$ cat config.mk
export PLATFORM = sky130hd
export DESIGN_NAME = knob_rate_led_blinker
export DESIGN_NICKNAME = d
export VERILOG_FILES = /design/src/rtl/krlb_pkg.sv /design/src/rtl/krlb_front.sv /design/src/rtl/krlb_queue.sv /design/src/rtl/krlb_back.sv /design/src/rtl/knob_rate_led_blinker.sv
export SDC_FILE = /design/constraint.sdc
export NUM_CORES = 1
export LEC_CHECK = 0
export BUFFER_PORTS_ARGS = -buffer_cell sky130_fd_sc_hd__buf_4
export CORE_UTILIZATION = 60
export DETAILED_ROUTE_END_ITERATION = 10
export GPL_TIMING_DRIVEN = 0
export PLACE_DENSITY = 0.77
export REMOVE_ABC_BUFFERS = 1
export SKIP_LAST_GASP = 1
export SYNTH_ARGS = -nofsm -noshare
export SYNTH_HDL_FRONTEND = slang
export SYNTH_SLANG_ARGS = --single-unit
$ cat constraint.sdc
create_clock -name clock -period 6.15 [get_ports clock]
set_input_delay 1.23 -clock clock [delete_from_list [all_inputs] [get_ports clock]]
set_output_delay 1.23 -clock clock [all_outputs]
set_load 0.05 [all_outputs]
$ cat src/rtl/krlb_pkg.sv
`timescale 1ns / 1ps

package krlb_pkg;

   localparam int KNOB_W  = 8;
   localparam int COUNT_W = 10;

   localparam logic [COUNT_W-1:0] COUNT_MAX = 10'd1023;

   // Register indexes on the configuration port.
   localparam logic [1:0] REG_MANUAL_ENABLE  = 2'd0;
   localparam logic [1:0] REG_LOW_THRESHOLD  = 2'd1;
   localparam logic [1:0] REG_HIGH_THRESHOLD = 2'd2;

   localparam logic [KNOB_W-1:0] LOW_THRESHOLD_RESET  = 8'd20;
   localparam logic [KNOB_W-1:0] HIGH_THRESHOLD_RESET = 8'd245;

   // Channel classes decided by the front end.
   localparam logic [1:0] CLS_OFF   = 2'd0;
   localparam logic [1:0] CLS_ON    = 2'd1;
   localparam logic [1:0] CLS_TIMED = 2'd2;

   // Blink half-period in milliseconds, indexed by the knob's upper five bits.
   localparam logic [COUNT_W-1:0] PERIOD_TABLE [32] = '{
      10'd1000, 10'd1000, 10'd1000, 10'd500, 10'd333, 10'd250, 10'd200, 10'd166,
      10'd142,  10'd125,  10'd111,  10'd100, 10'd90,  10'd83,  10'd76,  10'd71,
      10'd66,   10'd62,   10'd58,   10'd55,  10'd52,  10'd50,  10'd47,  10'd45,
      10'd43,   10'd41,   10'd40,   10'd38,  10'd37,  10'd35,  10'd34,  10'd33
   };

   typedef struct packed {
      logic               tick;
      logic [1:0]         uv_cls;
      logic [COUNT_W-1:0] uv_period;
      logic [1:0]         white_cls;
      logic [COUNT_W-1:0] white_period;
      logic [KNOB_W-1:0]  dim;
      logic               left_held;
      logic               right_held;
   } item_type;

   typedef struct packed {
      logic               manual_enable;
      logic [KNOB_W-1:0]  low_threshold;
      logic [KNOB_W-1:0]  high_threshold;
   } cfg_type;

endpackage

$ cat src/rtl/krlb_front.sv
`timescale 1ns / 1ps

module krlb_front (
   input  krlb_pkg::cfg_type         cfg,
   input  logic                      tick,
   input  logic [krlb_pkg::KNOB_W-1:0] uv_rate_knob,
   input  logic [krlb_pkg::KNOB_W-1:0] white_rate_knob,
   input  logic [krlb_pkg::KNOB_W-1:0] white_dim_knob,
   input  logic                      left_held,
   input  logic                      right_held,
   output krlb_pkg::item_type        item
);
   import krlb_pkg::*;

   function automatic logic [1:0] classify(input logic [KNOB_W-1:0] knob,
                                           input cfg_type c);
      logic [1:0] cls;
      if (knob < c.low_threshold) begin
         cls = CLS_OFF;
      end else if (knob > c.high_threshold) begin
         cls = CLS_ON;
      end else begin
         cls = CLS_TIMED;
      end
      return cls;
   endfunction

   always_comb begin
      item.tick         = tick;
      item.uv_cls       = classify(uv_rate_knob, cfg);
      item.uv_period    = PERIOD_TABLE[uv_rate_knob[KNOB_W-1:3]];
      item.white_cls    = classify(white_rate_knob, cfg);
      item.white_period = PERIOD_TABLE[white_rate_knob[KNOB_W-1:3]];
      item.dim          = white_dim_knob;
      item.left_held    = left_held;
      item.right_held   = right_held;
   end

endmodule

$ cat src/rtl/krlb_queue.sv
`timescale 1ns / 1ps

module krlb_queue (
   input  logic               clock,
   input  logic               reset,
   input  logic               push,
   input  krlb_pkg::item_type push_item,
   output logic               full,
   input  logic               pop,
   output logic               head_valid,
   output krlb_pkg::item_type head_item
);
   import krlb_pkg::*;

   item_type   entries_ff [2];
   logic       wr_ptr_ff, wr_ptr_in;
   logic       rd_ptr_ff, rd_ptr_in;
   logic [1:0] count_ff, count_in;
   logic       do_push, do_pop;

   assign full       = (count_ff == 2'd2);
   assign head_valid = (count_ff != 2'd0);
   assign head_item  = entries_ff[rd_ptr_ff];
   assign do_push    = push && !full;
   assign do_pop     = pop && head_valid;

   always_comb begin
      wr_ptr_in = do_push ? ~wr_ptr_ff : wr_ptr_ff;
      rd_ptr_in = do_pop ? ~rd_ptr_ff : rd_ptr_ff;
      count_in  = count_ff;
      if (do_push && !do_pop) begin
         count_in = count_ff + 2'd1;
      end else if (do_pop && !do_push) begin
         count_in = count_ff - 2'd1;
      end
   end

   always_ff @(posedge clock) begin
      if (reset) begin
         wr_ptr_ff <= 1'b0;
         rd_ptr_ff <= 1'b0;
         count_ff  <= 2'd0;
      end else begin
         wr_ptr_ff <= wr_ptr_in;
         rd_ptr_ff <= rd_ptr_in;
         count_ff  <= count_in;
      end
   end

   always_ff @(posedge clock) begin
      if (do_push) begin
         entries_ff[wr_ptr_ff] <= push_item;
      end
   end

endmodule

$ cat src/rtl/krlb_back.sv
`timescale 1ns / 1ps

module krlb_back (
   input  logic                        clock,
   input  logic                        reset,
   input  logic                        manual_enable,
   input  logic                        head_valid,
   input  krlb_pkg::item_type          head_item,
   output logic                        pop,
   output logic                        rsp_valid,
   input  logic                        rsp_ready,
   output logic                        rsp_uv_on,
   output logic [krlb_pkg::KNOB_W-1:0] rsp_left_duty,
   output logic [krlb_pkg::KNOB_W-1:0] rsp_right_duty
);
   import krlb_pkg::*;

   logic               uv_level_ff, uv_level_in;
   logic [KNOB_W-1:0]  left_level_ff, left_level_in;
   logic [KNOB_W-1:0]  right_level_ff, right_level_in;
   logic               white_phase_ff, white_phase_in;
   logic [COUNT_W-1:0] uv_count_ff, uv_count_in;
   logic [COUNT_W-1:0] white_count_ff, white_count_in;
   logic               rsp_valid_ff, rsp_valid_in;
   logic               rsp_uv_on_ff;
   logic [KNOB_W-1:0]  rsp_left_duty_ff;
   logic [KNOB_W-1:0]  rsp_right_duty_ff;

   assign pop            = head_valid && (!rsp_valid_ff || rsp_ready);
   assign rsp_valid      = rsp_valid_ff;
   assign rsp_uv_on      = rsp_uv_on_ff;
   assign rsp_left_duty  = rsp_left_duty_ff;
   assign rsp_right_duty = rsp_right_duty_ff;

   always_comb begin
      uv_level_in    = uv_level_ff;
      left_level_in  = left_level_ff;
      right_level_in = right_level_ff;
      white_phase_in = white_phase_ff;
      uv_count_in    = uv_count_ff;
      white_count_in = white_count_ff;

      if (manual_enable) begin
         if (head_item.tick && uv_count_ff != COUNT_MAX) begin
            uv_count_in = uv_count_ff + 10'd1;
         end
         if (head_item.tick && white_count_ff != COUNT_MAX) begin
            white_count_in = white_count_ff + 10'd1;
         end

         case (head_item.uv_cls)
            CLS_OFF: begin
               uv_level_in = 1'b0;
            end
            CLS_ON: begin
               uv_level_in = 1'b1;
            end
            default: begin
               if (uv_count_in >= head_item.uv_period) begin
                  uv_count_in = '0;
                  uv_level_in = ~uv_level_ff;
               end
            end
         endcase

         if (head_item.left_held) begin
            left_level_in = head_item.dim;
         end
         if (head_item.right_held) begin
            right_level_in = head_item.dim;
         end

         case (head_item.white_cls)
            CLS_OFF: begin
               if (!head_item.left_held) begin
                  left_level_in = '0;
               end
               if (!head_item.right_held) begin
                  right_level_in = '0;
               end
            end
            CLS_ON: begin
               left_level_in  = head_item.dim;
               right_level_in = head_item.dim;
            end
            default: begin
               if (white_count_in >= head_item.white_period) begin
                  white_count_in = '0;
                  if (white_phase_ff) begin
                     if (!head_item.left_held) begin
                        left_level_in = '0;
                     end
                     if (!head_item.right_held) begin
                        right_level_in = '0;
                     end
                  end else begin
                     left_level_in  = head_item.dim;
                     right_level_in = head_item.dim;
                  end
                  white_phase_in = ~white_phase_ff;
               end
            end
         endcase
      end

      if (pop) begin
         rsp_valid_in = 1'b1;
      end else if (rsp_ready) begin
         rsp_valid_in = 1'b0;
      end else begin
         rsp_valid_in = rsp_valid_ff;
      end
   end

   always_ff @(posedge clock) begin
      if (reset) begin
         uv_level_ff    <= 1'b0;
         left_level_ff  <= '0;
         right_level_ff <= '0;
         white_phase_ff <= 1'b0;
         uv_count_ff    <= '0;
         white_count_ff <= '0;
         rsp_valid_ff   <= 1'b0;
      end else begin
         rsp_valid_ff <= rsp_valid_in;
         if (pop) begin
            uv_level_ff    <= uv_level_in;
            left_level_ff  <= left_level_in;
            right_level_ff <= right_level_in;
            white_phase_ff <= white_phase_in;
            uv_count_ff    <= uv_count_in;
            white_count_ff <= white_count_in;
         end
      end
   end

   always_ff @(posedge clock) begin
      if (pop) begin
         rsp_uv_on_ff      <= uv_level_in;
         rsp_left_duty_ff  <= left_level_in;
         rsp_right_duty_ff <= right_level_in;
      end
   end

endmodule

$ cat src/rtl/knob_rate_led_blinker.sv
`timescale 1ns / 1ps

// Channel   Direction  Handshake              Payload
// req       in         req_valid / req_ready  tick, three knob samples, two button levels
// rsp       out        rsp_valid / rsp_ready  uv_on, left_duty, right_duty
// csr       in         csr_we                 csr_index selects, csr_wdata carries the value
//
// Each transaction is classified on acceptance and lands in a two-entry queue.
// The back end retires one queued transaction per cycle into the result register
// unless rsp stalls; a transaction passes a queue entry, then the result register.
// req_ready drops only when the queue is full; rsp stalls hold the result register.
// Reset is synchronous and clears all blink state and restores the register defaults.

module knob_rate_led_blinker (
   input  logic                        clock,
   input  logic                        reset,
   input  logic                        req_valid,
   output logic                        req_ready,
   input  logic                        req_tick,
   input  logic [krlb_pkg::KNOB_W-1:0] req_uv_rate_knob,
   input  logic [krlb_pkg::KNOB_W-1:0] req_white_rate_knob,
   input  logic [krlb_pkg::KNOB_W-1:0] req_white_dim_knob,
   input  logic                        req_left_held,
   input  logic                        req_right_held,
   output logic                        rsp_valid,
   input  logic                        rsp_ready,
   output logic                        rsp_uv_on,
   output logic [krlb_pkg::KNOB_W-1:0] rsp_left_duty,
   output logic [krlb_pkg::KNOB_W-1:0] rsp_right_duty,
   input  logic                        csr_we,
   input  logic [1:0]                  csr_index,
   input  logic [krlb_pkg::KNOB_W-1:0] csr_wdata
);
   import krlb_pkg::*;

   cfg_type  cfg_ff;
   item_type front_item;
   item_type head_item;
   logic     queue_full;
   logic     head_valid;
   logic     pop;

   always_ff @(posedge clock) begin
      if (reset) begin
         cfg_ff.manual_enable  <= 1'b0;
         cfg_ff.low_threshold  <= LOW_THRESHOLD_RESET;
         cfg_ff.high_threshold <= HIGH_THRESHOLD_RESET;
      end else if (csr_we) begin
         case (csr_index)
            REG_MANUAL_ENABLE:  cfg_ff.manual_enable  <= csr_wdata[0];
            REG_LOW_THRESHOLD:  cfg_ff.low_threshold  <= csr_wdata;
            REG_HIGH_THRESHOLD: cfg_ff.high_threshold <= csr_wdata;
            default: ;
         endcase
      end
   end

   assign req_ready = !queue_full;

   krlb_front u_front (
      .cfg             (cfg_ff),
      .tick            (req_tick),
      .uv_rate_knob    (req_uv_rate_knob),
      .white_rate_knob (req_white_rate_knob),
      .white_dim_knob  (req_white_dim_knob),
      .left_held       (req_left_held),
      .right_held      (req_right_held),
      .item            (front_item)
   );

   krlb_queue u_queue (
      .clock      (clock),
      .reset      (reset),
      .push       (req_valid),
      .push_item  (front_item),
      .full       (queue_full),
      .pop        (pop),
      .head_valid (head_valid),
      .head_item  (head_item)
   );

   krlb_back u_back (
      .clock          (clock),
      .reset          (reset),
      .manual_enable  (cfg_ff.manual_enable),
      .head_valid     (head_valid),
      .head_item      (head_item),
      .pop            (pop),
      .rsp_valid      (rsp_valid),
      .rsp_ready      (rsp_ready),
      .rsp_uv_on      (rsp_uv_on),
      .rsp_left_duty  (rsp_left_duty),
      .rsp_right_duty (rsp_right_duty)
   );

endmodule
==> summary.txt, run 1 <==
Critical path
  • WS Path Type: register to register
  • RR Endpoint: u_back.rsp_uv_on
  • CP arrival: 4.36 ns
  • Crit start category: register
  • Reg2Reg Depth: 11
  • Crit path capture type: register
  • Critical Path RT: roughly 6.3 ns
  • R2R setup slack: 1.97 ns
  • CP Max Fanout: 32

Timing
  • Post-layout minimum cycle time: 4.18 ns
  • Slew Viols, Final: 0
  • Peak Freq: 239 MHz
  • TNS Setup: 0 ns
  • Finish-stage setup viols: 0
  • RSZ-0062 raised after global routing: no
  • Final worst path period share: 68.0%
  • Worst-Margin Slew: 1.10 ns
  • Final hold vios: 0
  • Fin worst setup slack: 1.97 ns
  • Slew headroom: 25.7%
  • Layout Skew: 0.00882 ns

Synth
  • Seq cells post-synth: 148
  • Post-synth cell types: 76
  • Sequential area share after synthesis: 45.2%
  • Post-synth ARST share: 0%
  • Synth warnings: 0
  • Main flop type after synthesis: edfxtp_1
  • Cells after Synth: 797
  • Mean Syn Cell Area: 10.7 um2
  • Post-synthesis cell area: 8490 um2
  • EDFF count, synth: 87

Floorplan
  • Starting Density: between 60% and 70%
  • Width of the die: 121 um
  • Die area: between 10000 and 15000 um2
  • Core Area: 13800 um2
  • Die Height: between 100 and 150 um
  • Row Count: 43
  • Top-level I/O count: 61

Power and ir drop
  • Lkg Pwr: 3.84 nW
  • Flop pwr share: 38.8%
  • Pint: 2.20 mW
  • Sw frac: 34.3%
  • Clk pwr share: 30.1%
  • P_sw: approximately 1.1 mW
  • Total power: around 3.3 mW
  • Power per cell area: 349 nW/um2
  • Comb pwr share: just over 30%
  • Worst VDD drop: roughly 0.0002 V

Clock tree
  • Post CTS Setup Buffer Count: 0
  • H-tree levels: 4
  • CTS tree: built
  • CTS Buf Count: 17
  • Max clock buf depth: 2
  • Root Driver: clkbuf_16
  • Worst skew pair latency: roughly 0.43 ns
  • Post-CTS sizing: 0
  • Clock-pin slew on the worst setup and hold paths: 0.06 ns
  • CTS Sinks: 148
  • Hold_buf cts: 0

Routing
  • ANT nets after route: 0
  • WL per Instance: roughly 18 um
  • Initial DRT Pass Iterations: 6
  • 1st-iter DRT viols: ~550
  • Residual DRC: 0
  • Vias: 6526
  • Vias per cell: 6.32
  • Post-Route WL: 19100 um

Global route
  • Number of global-route vias before repair: 6378
  • First-pass GRT wire length: 30700 um
  • Antenna violations before repair: 0
  • Gr ovfl total: 0
  • GRT Util Overall: 27.0%
  • Largest net degree at the start of global routing: 55

Hold path
  • HP Start: cfg_ff[1]
  • Hold endpoint: cfg_ff[1]
  • WHS Path Cells: 2
  • Min-delay worst type: register to register

Cells and area
  • Share of cells above drive strength 1: 16.3%
  • Fillcell total: 990
  • Final net count: 946
  • Area occupied by multi-input gates: 4350 um2
  • Sequential cell area: 3830 um2
  • N_diodes: 0
  • P&R area growth vs syn: 13.2%

Placement
  • Worst slack, placed: 1.98 ns
  • Detailed placer's ending HPWL: between 10000 and 15000 um
  • Routability cong.: 0.869
  • Port Buffers: 60

Flow run
  • Max_cap viols: 0

Status
  • Status: completed
## synthesized netlist by cell type, drive strengths merged (8+ instances only)
| cell type | count | area [um2] |
|---|---|---|
| edfxtp | 87 | 2610 |
| ha | 65 | 813 |
| dfxtp | 61 | 1220 |
| nor2 | 56 | 210 |
| o21ai | 47 | 235 |
| nand2 | 46 | 173 |
| a21oi | 45 | 233 |
| inv | 35 | 131 |
| mux2i | 33 | 347 |
| a22oi | 32 | 240 |
| clkbuf | 27 | 103 |
| mux2 | 20 | 240 |
| a22o | 18 | 158 |
| a21o | 17 | 129 |
| o22ai | 16 | 100 |
| nand3 | 13 | 70.1 |
| and3 | 12 | 75.1 |
| buf | 12 | 72.6 |
| nand4 | 12 | 105 |
| nand2b | 11 | 68.8 |
| a211oi | 10 | 97.6 |
| a31oi | 10 | 92.6 |
| xnor2 | 10 | 87.6 |
| xor2 | 9 | 78.8 |
| nor3 | 8 | 45.0 |
## worst max-delay path by stage
| stage | from | endpoint | slack [ns] |
|---|---|---|---|
| global route | register | u_back.rsp_uv_on | 1.76 |
| finish | register | u_back.rsp_uv_on | 1.97 |
| global placement | register | u_back.rsp_uv_on | 0.83 |
| floorplan | register | u_back.rsp_uv_on | 1.76 |
| detailed placement | rsp_ready | u_back.white_count_ff[7] | 1.98 |
| CTS | register | u_back.rsp_uv_on | 2.07 |
## placed cells by master, fill, tap and decap left out, drive strengths merged, types with 20 or more instances in the layout
master	netlist	final
nand2	46	46
edfxtp	87	87
inv	35	37
mux2i	33	33
o21ai	47	47
mux2	20	20
a22oi	32	32
nor2	56	56
ha	65	65
buf	12	62
dfxtp	61	61
a21oi	45	45
clkbuf	27	21
## through the flow
stage          cells  hold slack [ns]  util [%]  area [um2]
6_report        1032            0.456      69.5        9610
5_1_grt         1032            0.465      69.5        9610
4_1_cts         1032            0.456      69.5        9610
3_5_place_dp    1000            0.448      65.4        9040
3_3_place_gp     998            0.449      65.0        8990
2_1_floorplan    758            0.430         -        8310
## power by group through the flow
stage	sequential (mW)	clock, mW	combinational, mW
6_report	1.30	1.01	1.04
5_1_grt	1.31	1.05	1.13
4_1_cts	1.30	1.01	1.04
3_5_place_dp	1.32	0	1.03
3_3_place_gp	1.36	0	0.939
2_1_floorplan	1.49	0	0.551
## worst max-delay path, cell delays in order (launching register included)
cell and delay, ns:
dfxtp_2 0.51, buf_12 0.27, mux2i_2 0.48, a31oi_4 0.09, xnor2_1 0.27, ha_1 0.28, nand2b_1 0.14, a211oi_1 0.45
nor3_1 0.15, o21ai_1 0.80, o21ai_0 0.17, a22o_1 0.28
## area by class of cell
| class | instances | share of cell area (%) |
|---|---|---|
| sequential | 148 | 39.9 |
| clock inverter | 11 | 1.33 |
| inverter | 36 | 1.41 |
| clock buffer | 21 | 4.58 |
| multi-input combinational | 574 | 45.3 |
| tap | 180 | 2.34 |
| timing repair buffer | 62 | 5.10 |
## registers in the layout, summed over array words and instances (netlist names), named ones only
name,cells
u_queue.entries_ff,70
cfg_ff,17
u_back.uv_count_ff,10
u_back.white_count_ff,10
u_back.left_level_ff,8
u_back.right_level_ff,8
u_back.rsp_left_duty,8
u_back.rsp_right_duty,8
u_queue.count_ff,2
u_back.rsp_uv_on,1
u_back.rsp_valid,1
u_back.uv_level_ff,1
u_back.white_phase_ff,1
u_queue.rd_ptr_ff,1
u_queue.wr_ptr_ff,1
## logic make-up (layout without fill, tap and decap cells)
group,count (synthesis),count (layout),share of synthesized area (%)
mux,55,55,7.44
buf+inv,75,130,3.66
compound gates,246,246,20.8
xor+xnor,19,19,1.96
flops,148,148,45.2
fa+ha+maj,65,65,9.58
simple gates,189,189,11.4
## metal layers
layer | up-vias | wire length, um | GRT usage [%]
li1 | 3132 | - | -
met1 | 3101 | 8170 | 33.1
met3 | 45 | 1040 | 4.70
met2 | 248 | 9390 | 46.2
met4 | 0 | 473 | 12.3
met5 | - | 0 | 0
Power figures use the tool's default switching activity.
==> run 2, diff against run 1 <==
==> constraint.sdc (replaced) <==
create_clock -name clock -period 4.3 [get_ports clock]
set_input_delay 0.86 -clock clock [delete_from_list [all_inputs] [get_ports clock]]
set_output_delay 0.86 -clock clock [all_outputs]
set_load 0.05 [all_outputs]
==> run 2 against run 1 <==
Against the previous run:
- utilization about the same
- fmax up 1.3%
- combinational power up 43%
- first-iteration DRC count up 0.55%
- die area unchanged
- highest routed layer unchanged
==> summary.txt, run 2 (synthesized netlist as in run 1, its figures left out) <==
Clock tree
  • H-tree levels: 4 (unchanged)
  • Clock-pin slew on the worst setup and hold paths: 0.06 ns (about the same)
  • Worst skew pair latency: 0.43 ns (about the same)
  • CTS Buf Count: 17 (unchanged)
  • Hold_buf cts: 0 (unchanged)
  • Root Driver: clkbuf_16
  • Max clock buf depth: 2 (unchanged)
  • CTS tree: built
  • CTS Sinks: 148 (unchanged)

Critical path
  • Crit path capture type: register
  • CP arrival: 4.47 ns (+0.11 ns)
  • RR Endpoint: u_back.right_level_ff[3]
  • Reg2Reg Depth: 13 (+2)
  • R2R setup slack: 0.17 ns (-1.79 ns)
  • CP Max Fanout: 32 (unchanged)
  • Crit start category: register
  • Critical Path RT: 4.64 ns (-1.69 ns)
  • WS Path Type: register to register

Timing
  • Final hold vios: 0 (unchanged)
  • RSZ-0062 raised after global routing: no
  • Layout Skew: 0.00884 ns (+0.0000231 ns)
  • Worst hold margin: 0.456 ns (-0.0000320 ns)
  • Finish-stage setup viols: 0 (unchanged)
  • Slew Viols, Final: 0 (unchanged)
  • Final worst path period share: 95.9% (+28 points)
  • Slew headroom: 23.5% (-2.2 points)
  • Post-layout minimum cycle time: 4.13 ns (-0.0553 ns)
  • Worst-Margin Slew: 1.13 ns (+0.0329 ns)
  • Peak Freq: 242 MHz (+1.3%)

Floorplan
  • Core Area: 13800 um2 (unchanged)
  • Top-level I/O count: 61 (unchanged)
  • Row Count: 43 (unchanged)
  • Die area: 14600 um2 (unchanged)
  • Die Height: 121 um (unchanged)
  • Width of the die: 121 um (unchanged)
  • Starting Density: 61.4% (unchanged)

Placement
  • Routability cong.: 0.869 (unchanged)
  • Port Buffers: 60 (unchanged)
  • # placed instances: 1000 (unchanged)
  • Detailed placer's ending HPWL: 13400 um (unchanged)

Global route
  • Largest net degree at the start of global routing: 55 (unchanged)
  • GRT Util Overall: 27.0% (unchanged)
  • First-pass GRT wire length: 30700 um (unchanged)
  • Gr ovfl total: 0 (unchanged)
  • Number of global-route vias before repair: 6378 (unchanged)
  • Antenna violations before repair: 0 (unchanged)

Status
  • Status: completed

Routing
  • ANT nets after route: 0 (unchanged)
  • WL per Instance: 18.5 um (+0.12%)
  • Residual DRC: 0 (unchanged)
  • Post-Route WL: 19100 um (+0.12%)
  • 1st-iter DRT viols: 552 (+0.55%)
  • Vias per cell: 6.37 (+0.66%)
  • Vias: 6569 (+0.66%)
  • Initial DRT Pass Iterations: 5 (-1)

Cells and area
  • Final core utilization: 69.5% (about the same)
  • P&R area growth vs syn: 13.2% (about the same)
  • Commonest non-fill, non-tap cell in the layout: edfxtp_1
  • Register bank with the most flops: u_queue.entries_ff
  • Non-filler cells, final: 1032 (unchanged)
  • Share of cells above drive strength 1: 16.4% (+0.12 points)
  • N_diodes: 0 (unchanged)
  • Top flop regs: u_queue.entries_ff: 70 flops, cfg_ff: 17 flops
  • Most frequent cells in the layout: edfxtp_1, ha_1, dfxtp_1, buf_4, nor2_1
  • Max FFs per register: 70 (unchanged)
  • Final net count: 946 (unchanged)

Hold path
  • HP Start: cfg_ff[1]
  • Hold endpoint: cfg_ff[1]
  • WHS Path Cells: 2 (unchanged)
  • Min-delay worst type: register to register

Power and ir drop
  • Worst VDD drop: 0.000281 V (+44%)
  • Lkg Pwr: 3.84 nW (about the same)
  • Total power: 4.79 mW (+43%)
  • Power per cell area: 498 nW/um2 (+43%)

Flow run
  • Max_cap viols: 0 (unchanged)
==> run 2: cell counts in the layout (fill, tap and decap cells not counted) <==
Identical to the previous run, type by type.
==> run 2: cell type report <==
class	instances	area, um2
inverter	36	135
sequential	148	3830
timing repair buffer	62	490
clock inverter	11	128
tap	180	225
clock buffer	21	440
multi-input combinational	574	4360
fill	988	4220
==> run 2: layer usage <==
metal / track usage [%] / wire (um) / up-vias
met2: 46.2 / 9440 / 267
met4: 12.3 / 497 / 0
met1: 33.1 / 8050 / 3126
met5: 0 / 0 / -
li1: - / - / 3132
met3: 4.70 / 1100 / 44
==> run 2: worst max-delay path by stage <==
stage | start | to | slack, ns | cells after the start
after global routing | register | u_back.right_level_ff[4] | 0.1 | 13
after global placement | register | u_back.rsp_uv_on | -1.02 | 12
after CTS | register | u_back.rsp_uv_on | 0.22 | 13
final | register | u_back.right_level_ff[3] | 0.17 | 13
after floorplan | register | u_back.rsp_uv_on | -0.09 | 12
after detailed placement | register | u_back.rsp_uv_on | 0.24 | 13
==> run 2: critical path, stage by stage (launching register included) <==
cell and delay, ns:
dfxtp_2 0.51, buf_12 0.27, mux2i_2 0.48, a31oi_4 0.11, nand4_4 0.18, nor2_1 0.07, xor2_1 0.17, ha_1 0.32
nand2_1 0.07, o21ai_0 0.28, a21oi_1 0.19, o311ai_1 0.96, a22oi_1 0.16, o22ai_1 0.22
==> run 2: repair_timing <==
item	in CTS	in global routing
setup endpoints to repair	0	1
gates resized for setup	0	1
endpoints found under the hold margin	0	0
buffers inserted	0	0
==> run 2: report_power, final <==
group          internal, mW  switching [mW]  leakage (nW)
Sequential             1.76          0.0987          1.32
Combinational         0.535           0.959          2.26
Clock                 0.856           0.583         0.268
==> run 2: metrics by stage <==
step | instance area, um2 | setup slack [ns] | TNS (ns)
after detailed placement | 9040 | 0.241 | 0
after global routing | 9610 | 0.0984 | 0
after floorplan | 8310 | -0.0863 | -0.0863
after global placement | 8990 | -1.02 | -37.46
after CTS | 9610 | 0.224 | 0
final | 9610 | 0.175 | 0
